===== src/rtl/core/hvn_pkg.sv =====
// Shared constants and types for the hashed 1-D value noise core.
// Used by every module of the core; depends on nothing.
package hvn_pkg;

  localparam int unsigned FRAC_BITS_DEF = 16;

  localparam int unsigned LAT_STAGES   = 2;
  localparam int unsigned HASH_STAGES  = 6;
  localparam int unsigned BLEND_STAGES = 2;
  localparam int unsigned NUM_STAGES   = LAT_STAGES + HASH_STAGES + BLEND_STAGES;

  localparam int unsigned SCALE_W = 24;
  localparam int unsigned SEED_W  = 32;
  localparam int unsigned POS_W   = 32;
  localparam int unsigned NOISE_W = 16;
  localparam int unsigned CFG_W   = 32;
  localparam int unsigned CFG_IDX_W = 2;

  localparam logic [CFG_IDX_W-1:0] CFG_FREQ_SCALE = 2'd0;
  localparam logic [CFG_IDX_W-1:0] CFG_NOISE_SEED = 2'd1;

  localparam logic [SCALE_W-1:0] SCALE_RESET = 24'd65536;
  localparam logic [SEED_W-1:0]  SEED_RESET  = 32'd867855155;

  // 0.1031 as Q0.32, and 33.33 split into integer and Q0.32 fraction
  localparam logic [28:0] HASH_MUL    = 29'd442811128;
  localparam logic [31:0] HASH_ADD_LO = 32'd1417339208;
  localparam logic [5:0]  HASH_ADD_HI = 6'd33;

  localparam logic [NOISE_W-1:0] SIGN_FLIP = 16'h8000;

  typedef struct packed {
    logic [LAT_STAGES-1:0]   lat;
    logic [HASH_STAGES-1:0]  hash;
    logic [BLEND_STAGES-1:0] blend;
  } stage_en_t;

endpackage


===== src/rtl/core/hvn_lattice.sv =====
// Lattice split: scales the position and forms both hash arguments.
// Two register stages; uses hvn_pkg.
module hvn_lattice #(
  parameter int unsigned FRAC_BITS = hvn_pkg::FRAC_BITS_DEF
) (
  input  logic                          clk_i,
  input  logic [hvn_pkg::LAT_STAGES-1:0] en_i,
  input  logic [hvn_pkg::POS_W-1:0]     position_i,
  input  logic [hvn_pkg::SCALE_W-1:0]   scale_i,
  input  logic [hvn_pkg::SEED_W-1:0]    seed_i,
  output logic [31:0]                   q0_o,
  output logic [31:0]                   q1_o,
  output logic [FRAC_BITS-1:0]          t_o
);
  import hvn_pkg::*;

  localparam int unsigned PROD_W = POS_W + SCALE_W;

  logic [PROD_W-1:0]    prod;
  logic [15:0]          idx_q;
  logic [FRAC_BITS-1:0] t_q;
  logic [15:0]          idx_inc;
  logic [31:0]          q0_d, q1_d;
  logic [31:0]          q0_q, q1_q;
  logic [FRAC_BITS-1:0] t2_q;

  assign prod = PROD_W'(position_i) * PROD_W'(scale_i);

  always_ff @(posedge clk_i) begin
    if (en_i[0]) begin
      idx_q <= prod[47:32];
      t_q   <= prod[31 -: FRAC_BITS];
    end
  end

  assign idx_inc = idx_q + 16'd1;
  assign q0_d    = {idx_q, 16'd0} + seed_i;
  assign q1_d    = {idx_inc, 16'd0} + seed_i;

  always_ff @(posedge clk_i) begin
    if (en_i[1]) begin
      q0_q <= q0_d;
      q1_q <= q1_d;
      t2_q <= t_q;
    end
  end

  assign q0_o = q0_q;
  assign q1_o = q1_q;
  assign t_o  = t2_q;

endmodule


===== config.mk =====
export PLATFORM = sky130hd
export DESIGN_NAME = hvn_lattice
export DESIGN_NICKNAME = d
export VERILOG_FILES = /design/src/rtl/core/hvn_pkg.sv /design/src/rtl/core/hvn_lattice.sv
export SDC_FILE = /design/constraint.sdc
export NUM_CORES = 2
export LEC_CHECK = 0
export BUFFER_PORTS_ARGS = -buffer_cell sky130_fd_sc_hd__buf_2
export CORE_MARGIN = 5
export CORE_UTILIZATION = 38
export CTS_BUF_LIST = sky130_fd_sc_hd__clkbuf_8 sky130_fd_sc_hd__clkbuf_16
export DETAILED_ROUTE_END_ITERATION = 10
export PLACE_DENSITY = 0.55
export SYNTH_ARGS = -nofsm -noshare
export SYNTH_HDL_FRONTEND = slang
export SYNTH_SLANG_ARGS = --single-unit

===== constraint.sdc =====
create_clock -name clk_i -period 6.65 [get_ports clk_i]
set_clock_uncertainty 0.05 [all_clocks]
set_input_delay 0.3325 -clock clk_i [delete_from_list [all_inputs] [get_ports clk_i]]
set_output_delay 0.3325 -clock clk_i [all_outputs]
set_load 0.02 [all_outputs]

Word level (Yosys, flattened, before mapping)
Index checks and enable logic that the tools add are counted.
{"block": "classes", "add_sub_neg": 3, "multipliers": 1}
{"operator": "$add 32x32->32", "n": 2}
{"operator": "$mul 32x24->48", "n": 1}
{"operator": "$add 16x1->16 const B", "n": 1}
{"block": "word_totals", "reg_bits": 112, "inputBits": 91, "wordCells": 9}

Logic depth before layout (Yosys ltp)
{"block": "depth", "word_depth": 2, "ltp_mapped": 27, "ltp_nobuf": 25}

Worst setup path after synthesis
OpenSTA, ideal clock, no wires.
{"block": "synth_path", "path_kind": "in2reg", "startpoint": "input scale_i[3] (netlist bit)", "endpoint": "register idx_q[15], data pin", "setup_ns": 0.170, "arrival_time_ns": 6.496, "t_required_ns": 6.430, "setup_slack_ns": -0.066, "cell_stages": 26, "cell_sequence": "clkbuf_1 -> nand2_1 -> fa_1 -> inv_1 -> fa_1 -> inv_1 -> fa_1 -> inv_1 -> fa_1 -> inv_1 -> fa_1 -> inv_1 -> fa_1 -> inv_1 -> fa_1 -> inv_1 -> ha_1 -> and4_1 -> o2bb2ai_1 -> a31oi_1 -> a21oi_2 -> o311a_2 -> o211ai_1 -> a21oi_2 -> o211a_1 -> a311oi_2"}
{"block": "synth_between", "elab_chain_cells": 1}
{"element": "start: declaration", "line": "hvn_lattice.sv:9", "rtl": "input logic [hvn_pkg::SCALE_W-1:0] scale_i,"}
{"element": "$mul 32x24->48", "line": "hvn_lattice.sv:27", "rtl": "assign prod = PROD_W'(position_i) * PROD_W'(scale_i);"}
{"element": "net prod[47]", "line": "hvn_lattice.sv:19", "rtl": "logic [PROD_W-1:0] prod;"}
{"element": "end signal: assignment", "line": "hvn_lattice.sv:31", "rtl": "idx_q <= prod[47:32];"}
{"element": "end: declaration", "line": "hvn_lattice.sv:20", "rtl": "logic [15:0] idx_q;"}
The timed path passes the listed nets, and every way through them passes these cells.
A chain may end at the register's enable or synchronous reset.

Worst setup path after layout
{"block": "layout_path", "startpoint": "input scale_i[0] (netlist bit)", "endpoint": "register idx_q[12], data pin"}
Same word-level chain as after synthesis.

==> run_results.csv <==
group,metric,value,unit
cells_and_area,seq_area,2883,um^2
logic_synthesis,ys_ff_latch,96,
cells_and_area,area_growth,15.46,%
sta,period_minus_slack,6.479,ns
sta,max_slew_margin,40.70,%
hold_path,holdCritPathClass,"input pin to flop",
routing,ant_nets,0,
cells_and_area,layout.cells.non_filler,4031,
die,start_util,38.23,%
clock_network,cts-htree-levels,3,
clock_network,cts_buffer_depth,2,
placed_design,dp_hpwl,65120,um
logic_synthesis,synthTopCellsByArea,"fa_1, edfxtp_1, inv_1, ha_1, and2_1",
logic_synthesis,yosysMostFrequentCell,"inv_1",
routing,remaining_drc_errors,0,
die,die_x,275.0,um
logic_synthesis,synthAdderAreaFrac,55.28,%
sta,finalSetupTns,0,ns
logic_synthesis,synth-async-reset-ratio,0,%
logic_synthesis,synthXorXnorAreaFrac,2.757,%
logic_synthesis,synth_area_leader_cell,"fa_1",
placed_design,place_congestion,0.8882,
routing,detail_route.wl_per_cell,18.61,um
logic_synthesis,synth_compound_area_share,3.550,%
grt,grt_pass1_wl,119600,um
grt,grt_usage,20.32,%
routing,first_pass_iters,7,
sta,worst_pin_slew,0.8894,ns
sta,max_freq,154.4,MHz
logic_synthesis,synthMuxAreaShare,0,%
sta,timing.final.max_slew_violations,0,
setup_path,start_kind,"input pin",
die,core,69790,um^2
clock_network,root_buffer,"clkbuf_16",
clock_network,cts_buffers,9,
placed_design,pre_cts_ws,-0.6073,ns
setup_path,critPathMaxFanout,7,
logic_synthesis,synthSimpleGateAreaFrac,15.83,%
clock_network,clk_pin_slew_worst_paths,0.09,ns
logic_synthesis,ys.flop_type,"edfxtp_1",
routing,vias,19327,
logic_synthesis,synthCells,2806,
die,die_area,75610,um^2
logic_synthesis,synth_edf_count,96,
setup_path,arrival,6.64,ns
cells_and_area,fillers,6756,
logic_synthesis,synth_nets,3696,
routing,wl,75010,um
outcome,run_status,"complete, no violations",
sta,rsz0062_at_grt,"yes",
grt,grt_max_degree,56,
routing,vias_per_cell,4.795,
placed_design,portBuffers,170,
logic_synthesis,seq_area_frac_synth,10.80,%
sta,fin_ws,0.1714,ns
sta,final.period_utilization,97.42,%
sta,finalSetupViolations,0,
logic_synthesis,synth.avg_cell_area,9.508,um^2
die,pin_count,171,
sta,finalHoldViolations,0,
clock_network,clkLatencyLatePin,0.37,ns
grt,grt_pass1_vias,21380,
clock_network,cts_tree,"done",
clock_network,cts_sinks,96,
run,max-cap-violations,0,
die,std_cell_rows,97,
die,fp.dieH,275.0,um
setup_path,endpoint_kind,"flop",
logic_synthesis,synth_top_area_share,47.50,%
cells_and_area,antennaDiodeCount,0,
logic_synthesis,ys_warn_count,0,
logic_synthesis,synthesis.area,26680,um^2
cells_and_area,nNetsFinal,3976,
grt,overflow,0,
cells_and_area,multi_input_area,20950,um^2
routing,drtIter0Drc,1268,
grt,grt_antenna_before_repair,0,
logic_synthesis,synth_top_family_by_area,"adder cells",
setup_path,crit_type,"input pin to flop",
logic_synthesis,netlist_top_cells_count,"inv_1, fa_1, nand2_1, and2_1, ha_1",
cells_and_area,final_layout_size_suffix_gt1_share,16.18,%
cells_and_area,fin_util,44.14,%
logic_synthesis,synth.distinct_cells,57,
setup_path,required,6.81,ns
placed_design,place_inst,4008,
[layout make-up]
class,count,area share [%]
clock buffer,9,0.7311
clock inverter,7,0.2559
inverter,674,8.213
multi-input combinational,1889,68.00
sequential,96,9.358
tap,940,3.818
timing repair buffer,416,9.622
[logic make-up after synthesis]
family | count (synthesis)
AOI/OAI and AO/OA | 137
xor gates and xnor gates | 84
adders and majority gates | 799
buffers and inverters | 821
DFF | 96
and+or+nand+nor | 869
[worst paths after layout]
kind	from	end	slack, ns	cells after the start
hold / removal	seed_i[8]	q0_o[8]	0.07	1
setup / recovery	scale_i[0]	idx_q[12]	0.17	26
setup reg to reg	idx_q[0]	q1_o[31]	3.12	11
hold reg to reg	t_q[10]	t_o[10]	0.38	0
[repair_timing]
action | 4_1_cts | 5_1_grt
resized for setup | 19 | 104
hold endpoints to repair | 0 | 0
setup endpoints to repair | 8 | 19
buffers inserted | 6 | 2
pin swaps | 8 | 48
hold buffers | 0 | 0
[per-stage QoR]
step           hold WS [ns]  area [um^2]
2_1_floorplan        0.3503        26680
3_5_place_dp         0.3545        29990
3_3_place_gp         0.3510        29990
6_report            0.07237        30800
4_1_cts             0.04990        30400
5_1_grt             0.05029        30800
[critical path: stages]
cell and delay, ns:
buf_2 0.14, buf_6 0.15, buf_4 0.14, and2_1 0.16, fa_1 0.55, inv_1 0.06, fa_1 0.54, inv_1 0.06
fa_1 0.55, ha_2 0.17, inv_1 0.04, fa_1 0.48, inv_1 0.05, fa_1 0.46, fa_1 0.51, ha_4 0.29
inv_1 0.06, or4_4 0.57, a21oi_4 0.19, o311a_4 0.25, o211ai_1 0.13, buf_4 0.18, buf_4 0.14, a21boi_4 0.14
o21ai_1 0.09, a221oi_2 0.21
[cell usage in the layout, fill, tap and decap left out, types with 15 or more instances in the layout]
cell type,n
inv_1,668
fa_1,623
nand2_1,444
and2_1,314
buf_4,232
ha_1,156
buf_2,151
edfxtp_1,96
xnor2_1,59
nor2_1,31
a21oi_1,30
xor2_1,25
o21ai_0,18
a21o_1,17
nand3_1,15
buf_6,15
[layer usage]
metal  global-route usage, %  up-vias  routed length (um)
met2                   33.27      531               35510
met4                   3.157        0                 906
met5                       0        -                   0
li1                        -     8711                   -
met1                   29.37    10032               34050
met3                   3.087       53                4548
[flip-flops by register name (all words and copies together) (netlist names)]
register  count
idx_q        16
q0_o         32
q1_o         16
t_o          16
t_q          16
Power is not shown: default switching activity piles up to over one toggle a cycle in this logic, so the estimate is an artifact.
