**src/rtl/core/hvn_pkg.sv**
```systemverilog
// Shared constants and types for the hashed 1-D value noise core.
// Used by every module of the core; depends on nothing.
package hvn_pkg;

  localparam int unsigned FRAC_BITS_DEF = 16;

  localparam int unsigned LAT_STAGES   = 2;
  localparam int unsigned HASH_STAGES  = 6;
  localparam int unsigned BLEND_STAGES = 2;
  localparam int unsigned NUM_STAGES   = LAT_STAGES + HASH_STAGES + BLEND_STAGES;

  localparam int unsigned SCALE_W = 24;
  localparam int unsigned SEED_W  = 32;
  localparam int unsigned POS_W   = 32;
  localparam int unsigned NOISE_W = 16;
  localparam int unsigned CFG_W   = 32;
  localparam int unsigned CFG_IDX_W = 2;

  localparam logic [CFG_IDX_W-1:0] CFG_FREQ_SCALE = 2'd0;
  localparam logic [CFG_IDX_W-1:0] CFG_NOISE_SEED = 2'd1;

  localparam logic [SCALE_W-1:0] SCALE_RESET = 24'd65536;
  localparam logic [SEED_W-1:0]  SEED_RESET  = 32'd867855155;

  // 0.1031 as Q0.32, and 33.33 split into integer and Q0.32 fraction
  localparam logic [28:0] HASH_MUL    = 29'd442811128;
  localparam logic [31:0] HASH_ADD_LO = 32'd1417339208;
  localparam logic [5:0]  HASH_ADD_HI = 6'd33;

  localparam logic [NOISE_W-1:0] SIGN_FLIP = 16'h8000;

  typedef struct packed {
    logic [LAT_STAGES-1:0]   lat;
    logic [HASH_STAGES-1:0]  hash;
    logic [BLEND_STAGES-1:0] blend;
  } stage_en_t;

endpackage

```
**src/rtl/core/hvn_blend.sv**
```systemverilog
// Linear blend of the two lattice hashes and conversion to signed Q1.15.
// Carries the fraction alongside the hash stages; uses hvn_pkg.
module hvn_blend #(
  parameter int unsigned FRAC_BITS = hvn_pkg::FRAC_BITS_DEF
) (
  input  logic                      clk_i,
  input  hvn_pkg::stage_en_t        en_i,
  input  logic [FRAC_BITS-1:0]      t_i,
  input  logic [31:0]               h0_i,
  input  logic [31:0]               h1_i,
  output logic [hvn_pkg::NOISE_W-1:0] noise_o
);
  import hvn_pkg::*;

  localparam int unsigned PW = FRAC_BITS + 33;
  localparam logic [FRAC_BITS:0] ONE = {1'b1, {FRAC_BITS{1'b0}}};

  logic [FRAC_BITS-1:0] t_q [HASH_STAGES];
  logic [FRAC_BITS:0]   w0;
  logic [PW-1:0]        m0_q, m1_q;
  logic [PW-1:0]        sum;
  logic [NOISE_W-1:0]   noise_q;

  // hold the fraction in step with the hash pipeline
  always_ff @(posedge clk_i) begin
    for (int k = 0; k < HASH_STAGES; k++) begin
      if (en_i.hash[k]) begin
        t_q[k] <= (k == 0) ? t_i : t_q[(k == 0) ? 0 : k-1];
      end
    end
  end

  assign w0 = ONE - {1'b0, t_q[HASH_STAGES-1]};

  always_ff @(posedge clk_i) begin
    if (en_i.blend[0]) begin
      m0_q <= PW'(w0) * PW'(h0_i);
      m1_q <= PW'(t_q[HASH_STAGES-1]) * PW'(h1_i);
    end
  end

  assign sum = m0_q + m1_q;

  always_ff @(posedge clk_i) begin
    if (en_i.blend[1]) begin
      noise_q <= sum[FRAC_BITS+31 -: NOISE_W] ^ SIGN_FLIP;
    end
  end

  assign noise_o = noise_q;

endmodule

```
**config.mk**
```make
export PLATFORM = sky130hd
export DESIGN_NAME = hvn_blend
export DESIGN_NICKNAME = d
export VERILOG_FILES = /design/src/rtl/core/hvn_pkg.sv /design/src/rtl/core/hvn_blend.sv
export SDC_FILE = /design/constraint.sdc
export NUM_CORES = 2
export LEC_CHECK = 0
export BUFFER_PORTS_ARGS = -buffer_cell sky130_fd_sc_hd__buf_2
export CAP_MARGIN = 25
export CORE_MARGIN = 4
export CORE_UTILIZATION = 60
export CTS_CLUSTER_SIZE = 30
export DETAILED_ROUTE_END_ITERATION = 7
export GPL_TIMING_DRIVEN = 0
export PLACE_DENSITY = 0.92
export SYNTH_ARGS = -nofsm -noshare
export SYNTH_HDL_FRONTEND = slang
export SYNTH_SLANG_ARGS = --single-unit
```
**constraint.sdc**
```tcl
create_clock -name clk_i -period 8.2 [get_ports clk_i]
set_clock_uncertainty 0.1 [all_clocks]
set_input_delay 0.41 -clock clk_i [delete_from_list [all_inputs] [get_ports clk_i]]
set_output_delay 0.41 -clock clk_i [all_outputs]
set_load 0.05 [all_outputs]
```
* Yosys cells after proc, flatten, opt, wreduce, memory -nomap -nowiden
Memories as Yosys holds them, arrays and structs flattened.
Cells that the tools add are included.
** Word-level totals
- Memories :: 1
- Logic and storage cells :: 21
- Bits in registers :: 112
- Bits in writable memories :: 96
- Output and inout bits :: 16
- Input bits :: 91
** Cells by class
- Add/sub/neg operators :: 2
- $mul :: 2
- Muxes and demuxes :: 12
- Bitwise logic cells :: 1
** Memory list
- t_q :: words 6, width 16, rd ports 6, clocked after Yosys merged registers in 0, write ports 6, RTL line hvn_blend.sv:18 : logic [FRAC_BITS-1:0] t_q [HASH_STAGES];
** Operator list (count)
- 48-bit adder :: 1
- 16-bit by 32-bit multiplier with 48-bit output :: 1
- 17-bit by 32-bit multiplier with 48-bit output :: 1
- 17-bit by 16-bit subtractor with 17-bit output, first input constant :: 1
- 1-bit two-way mux :: 12
- 1-bit inverter :: 1

* Logic depth before layout (Yosys ltp)
An unclocked memory read counts as a cell.
- Depth after elaboration :: 3
- Mapped depth :: 31
- Mapped depth without buffers :: 29

* Least setup slack after synthesis
No wires, ideal clock.
- Path kind :: reg2reg
- Start point :: mem t_q[5][1] (netlist bit)
- End point :: reg m0_q[47], data pin
- Library setup time :: 0.259 ns
- Cell stages (with the launch flop) :: 30
- Required time :: 7.841 ns
- Slack :: 0.441 ns
- Data arrival time :: 7.400 ns
- Path through :: edfxtp_1 > inv_1 > ha_1 > nand2_1 > or4_1 > nand2b_1 > nor3_1 > xnor2_1 > clkbuf_1 > nand2_1 > fa_1 > fa_1 > inv_1 > fa_1 > fa_1 > fa_1 > inv_1 > fa_1 > inv_1 > ha_1 > a21oi_1 > nor3b_1 > or3_1 > a21o_1 > and2_4 > nor4_4 > o21ai_2 > a2111oi_4 > o211a_1 > nor3_1
** RTL lines
- start, declared :: RTL line hvn_blend.sv:18
- end signal, assigned :: RTL line hvn_blend.sv:37 : m0_q <= PW'(w0) * PW'(h0_i);
- end, declared :: RTL line hvn_blend.sv:20 : logic [PW-1:0] m0_q, m1_q;

==> impl_metrics.tcl <==
set metrics [dict create \
    synth_fa_ha_area_frac 0.512 \
    arrival_ps 8840 \
    synth_compound_area_frac 0.0571 \
    worstRegToRegCells 30 \
    coreArea_mm2 0.0674 \
    min_period_ps 8690 \
    synth_top_family_by_area "adder cells" \
    fin_ws_ps -487 \
    worstPathRequired_ps 8350 \
    crit_path_frequent_cell "fa_1" \
    synth-simple-area-share 0.147 \
    placementRows 95 \
    regToRegEndpoint "m0_q[47]$_DFFE_PP_" \
    grt_max_degree 81 \
    io_pins 107 \
    post-route-period-util 1.06 \
    drv_slew 0 \
    grt_first_pass_wirelength_mm 188 \
    ys_seq_area_frac 0.153 \
    grt-ovfl-total 0 \
    avgSynthCellArea_um2 9.47 \
    max_stage_delay_ps 540 \
    drive_gt1_frac 0.0807 \
    critPathSlowestCell "fa_1" \
    h-tree-depth 1 \
    hp-class "input port to flip-flop" \
    pre_cts_slack_ps -1930 \
    dr.pass1.iters 8 \
    netlist_area_mm2 0.0409 \
    ys_ff_latch 208 \
    fin_nets 5744 \
    area_delta_synth_final_pct 9.53 \
    drt-total-wl_mm 123 \
    antenna_found_initial 5 \
    syn-num-nets 5557 \
    via_per_inst 6.03 \
    detail_route.drc_violations 0 \
    gr-usage-met1 0.403 \
    drt_iter0_drc 3773 \
    rsz0062_at_grt "true" \
    syn_inst 4314 \
    slew_headroom 0.310 \
    die_y_um 269 \
    cp_top_family "adder cells" \
    ys_async_sr_fraction 0 \
    cts_tree "yes" \
    violations "setup timing" \
    grtUsageMet2 0.550 \
    clock_path_buffers 3 \
    worstHoldStart "en_i[0]" \
    worstSetupPathType "flip-flop to flip-flop" \
    reg2reg_setup_slack_ps -490 \
    cts_root_buffer "clkbuf_16" \
    cp_max_fo 10 \
    vias 32500 \
    ys_warn_count 0 \
    holdPathStages 1 \
    grt_util_met3 0.0958 \
    numCtsBuffers 18 \
    hold_end "m0_q[13]$_DFFE_PP_" \
    final_core_util 0.664 \
    run_status "finished with violations" \
    clkSlewWorstSetupHoldPaths_ps 80 \
    synthDistinctLibCells 76 \
    initial_core_util 0.606 \
    mostFrequentLayoutCell "inv_1" \
    worst_setup_path_end_kind "flip-flop" \
    finalHoldWorstSlack_ps 193 \
    gp_congestion 1.01 \
    die-area_mm2 0.0723 \
    io_buffers 86 \
    drv_cap 0 \
    cts_sinks 208 \
    setup_viol 13 \
    gr-usage-all-layers 0.340 \
    ant_nets 0 \
    tightest_slew_ps 1040 \
    worstReg2RegStart "t_q[5][7]$_DFFE_PP_" \
    grt_pass1_vias 35100 \
    clock_latency_ps 530 \
    wire_per_inst_um 22.9 \
    die_w_um 269 \
    hold_viol_final 0 \
    synthMuxAreaShare 0.000521 \
    final_cell_mix "967 x inv_1, 854 x fa_1, 823 x nand2_1, 285 x and2_1, 271 x ha_1" \
    cp.depth 30 \
    busiest_layer "met2" \
    startpoint_type "flip-flop" \
    path_buf_inv 7 \
    ys.flop_type "edfxtp_1" \
    synth_edf_count 208 \
    yosys.area_share.xor_xnor 0.0221 \
    fmax_mhz 115 \
    hpwl_mm 91.6 \
]
-- kinds of logic (layout without fill, tap and decap cells) --
logic type | count (synthesis) | count (layout)
xor gates and xnor gates | 103 | 103
and+or+nand+nor | 1315 | 1315
other | 0 | 5
buffers and inverters | 1188 | 1385
adders and majority gates | 1152 | 1152
AOI/OAI and AO/OA | 346 | 346
DFF | 208 | 208
muxes | 2 | 2
-- metal layers --
layer  share of wire  up-vias
met5         0.00044        -
met4           0.090        8
met3            0.13      789
met2            0.46     2380
met1            0.32    16000
li1                -    13300
-- sequential cells by signal, summed over array words and instances, names as in the netlist --
signal,count
noise_o,16
t_q,96
m1_q,48
m0_q,48
-- synthesized netlist by cell type, types with 13 or more instances --
| library cell | number | share of area |
|---|---|---|
| nand2_1 | 828 | 0.076 |
| nand2b_1 | 13 | 0.0020 |
| inv_1 | 980 | 0.090 |
| nand3_1 | 24 | 0.0029 |
| ha_1 | 286 | 0.088 |
| xor2_1 | 29 | 0.0062 |
| and2_1 | 288 | 0.044 |
| a21oi_1 | 104 | 0.013 |
| nor2b_1 | 16 | 0.0024 |
| edfxtp_1 | 208 | 0.15 |
| nor3_1 | 16 | 0.0020 |
| xnor2_1 | 74 | 0.016 |
| a21o_1 | 75 | 0.014 |
| fa_1 | 866 | 0.42 |
| o21ai_0 | 48 | 0.0059 |
| a31oi_1 | 13 | 0.0020 |
| nor2_1 | 66 | 0.0061 |
| nand4_1 | 17 | 0.0026 |
| o21bai_1 | 20 | 0.0037 |
| clkbuf_1 | 198 | 0.018 |
| and3_1 | 14 | 0.0021 |
-- layout make-up --
class | instances | area (um2)
Multi-Input combinational cell | 2918 | 30900
Fill cell | 4612 | 22600
Sequential cell | 208 | 6250
Inverter | 980 | 3680
Timing Repair Buffer | 183 | 1320
Tap cell | 873 | 1090
Buffer | 192 | 960
Clock buffer | 20 | 458
Clock inverter | 10 | 109
Antenna cell | 5 | 12.5
-- through the flow --
| stage | instances | setup TNS, ps | area (um2) |
|---|---|---|---|
| floorplan | 4314 | 0 | 40900 |
| global placement | 5273 | -23590 | 42400 |
| detailed placement | 5274 | -29480 | 42400 |
| CTS | 5365 | -414 | 44200 |
| global route | 5385 | -6760 | 44700 |
| finish | 5389 | -3670 | 44800 |
-- worst max-delay path by stage --
stage,startpoint,end
2_1_floorplan,t_q[5][1]$_DFFE_PP_,m0_q[47]$_DFFE_PP_
3_3_place_gp,t_q[5][3]$_DFFE_PP_,m0_q[47]$_DFFE_PP_
3_5_place_dp,t_q[5][3]$_DFFE_PP_,m0_q[47]$_DFFE_PP_
4_1_cts,t_q[5][0]$_DFFE_PP_,m0_q[43]$_DFFE_PP_
5_1_grt,t_q[5][7]$_DFFE_PP_,m0_q[47]$_DFFE_PP_
6_report,t_q[5][7]$_DFFE_PP_,m0_q[47]$_DFFE_PP_
-- worst reg2reg max path: cells and delay by family, from the launching register on --
kind | cells | cell delay, ps
fa+ha+maj | 7 | 3330
compound gates | 5 | 970
buf+inv | 7 | 870
simple gates | 10 | 2500
xor+xnor | 1 | 200
flops | 1 | 440
-- what timing repair did --
item	4_1_cts	5_1_grt
pin swaps	29	87
buffers inserted	55	30
setup endpoints to repair	37	27
hold endpoints to repair	16	0
resized for setup	153	109
hold buffers	16	0
gates cloned	1	0
Power is left out: the tool's default activity adds up to more than one toggle a clock period on the data nets, which glitch-free logic cannot reach.
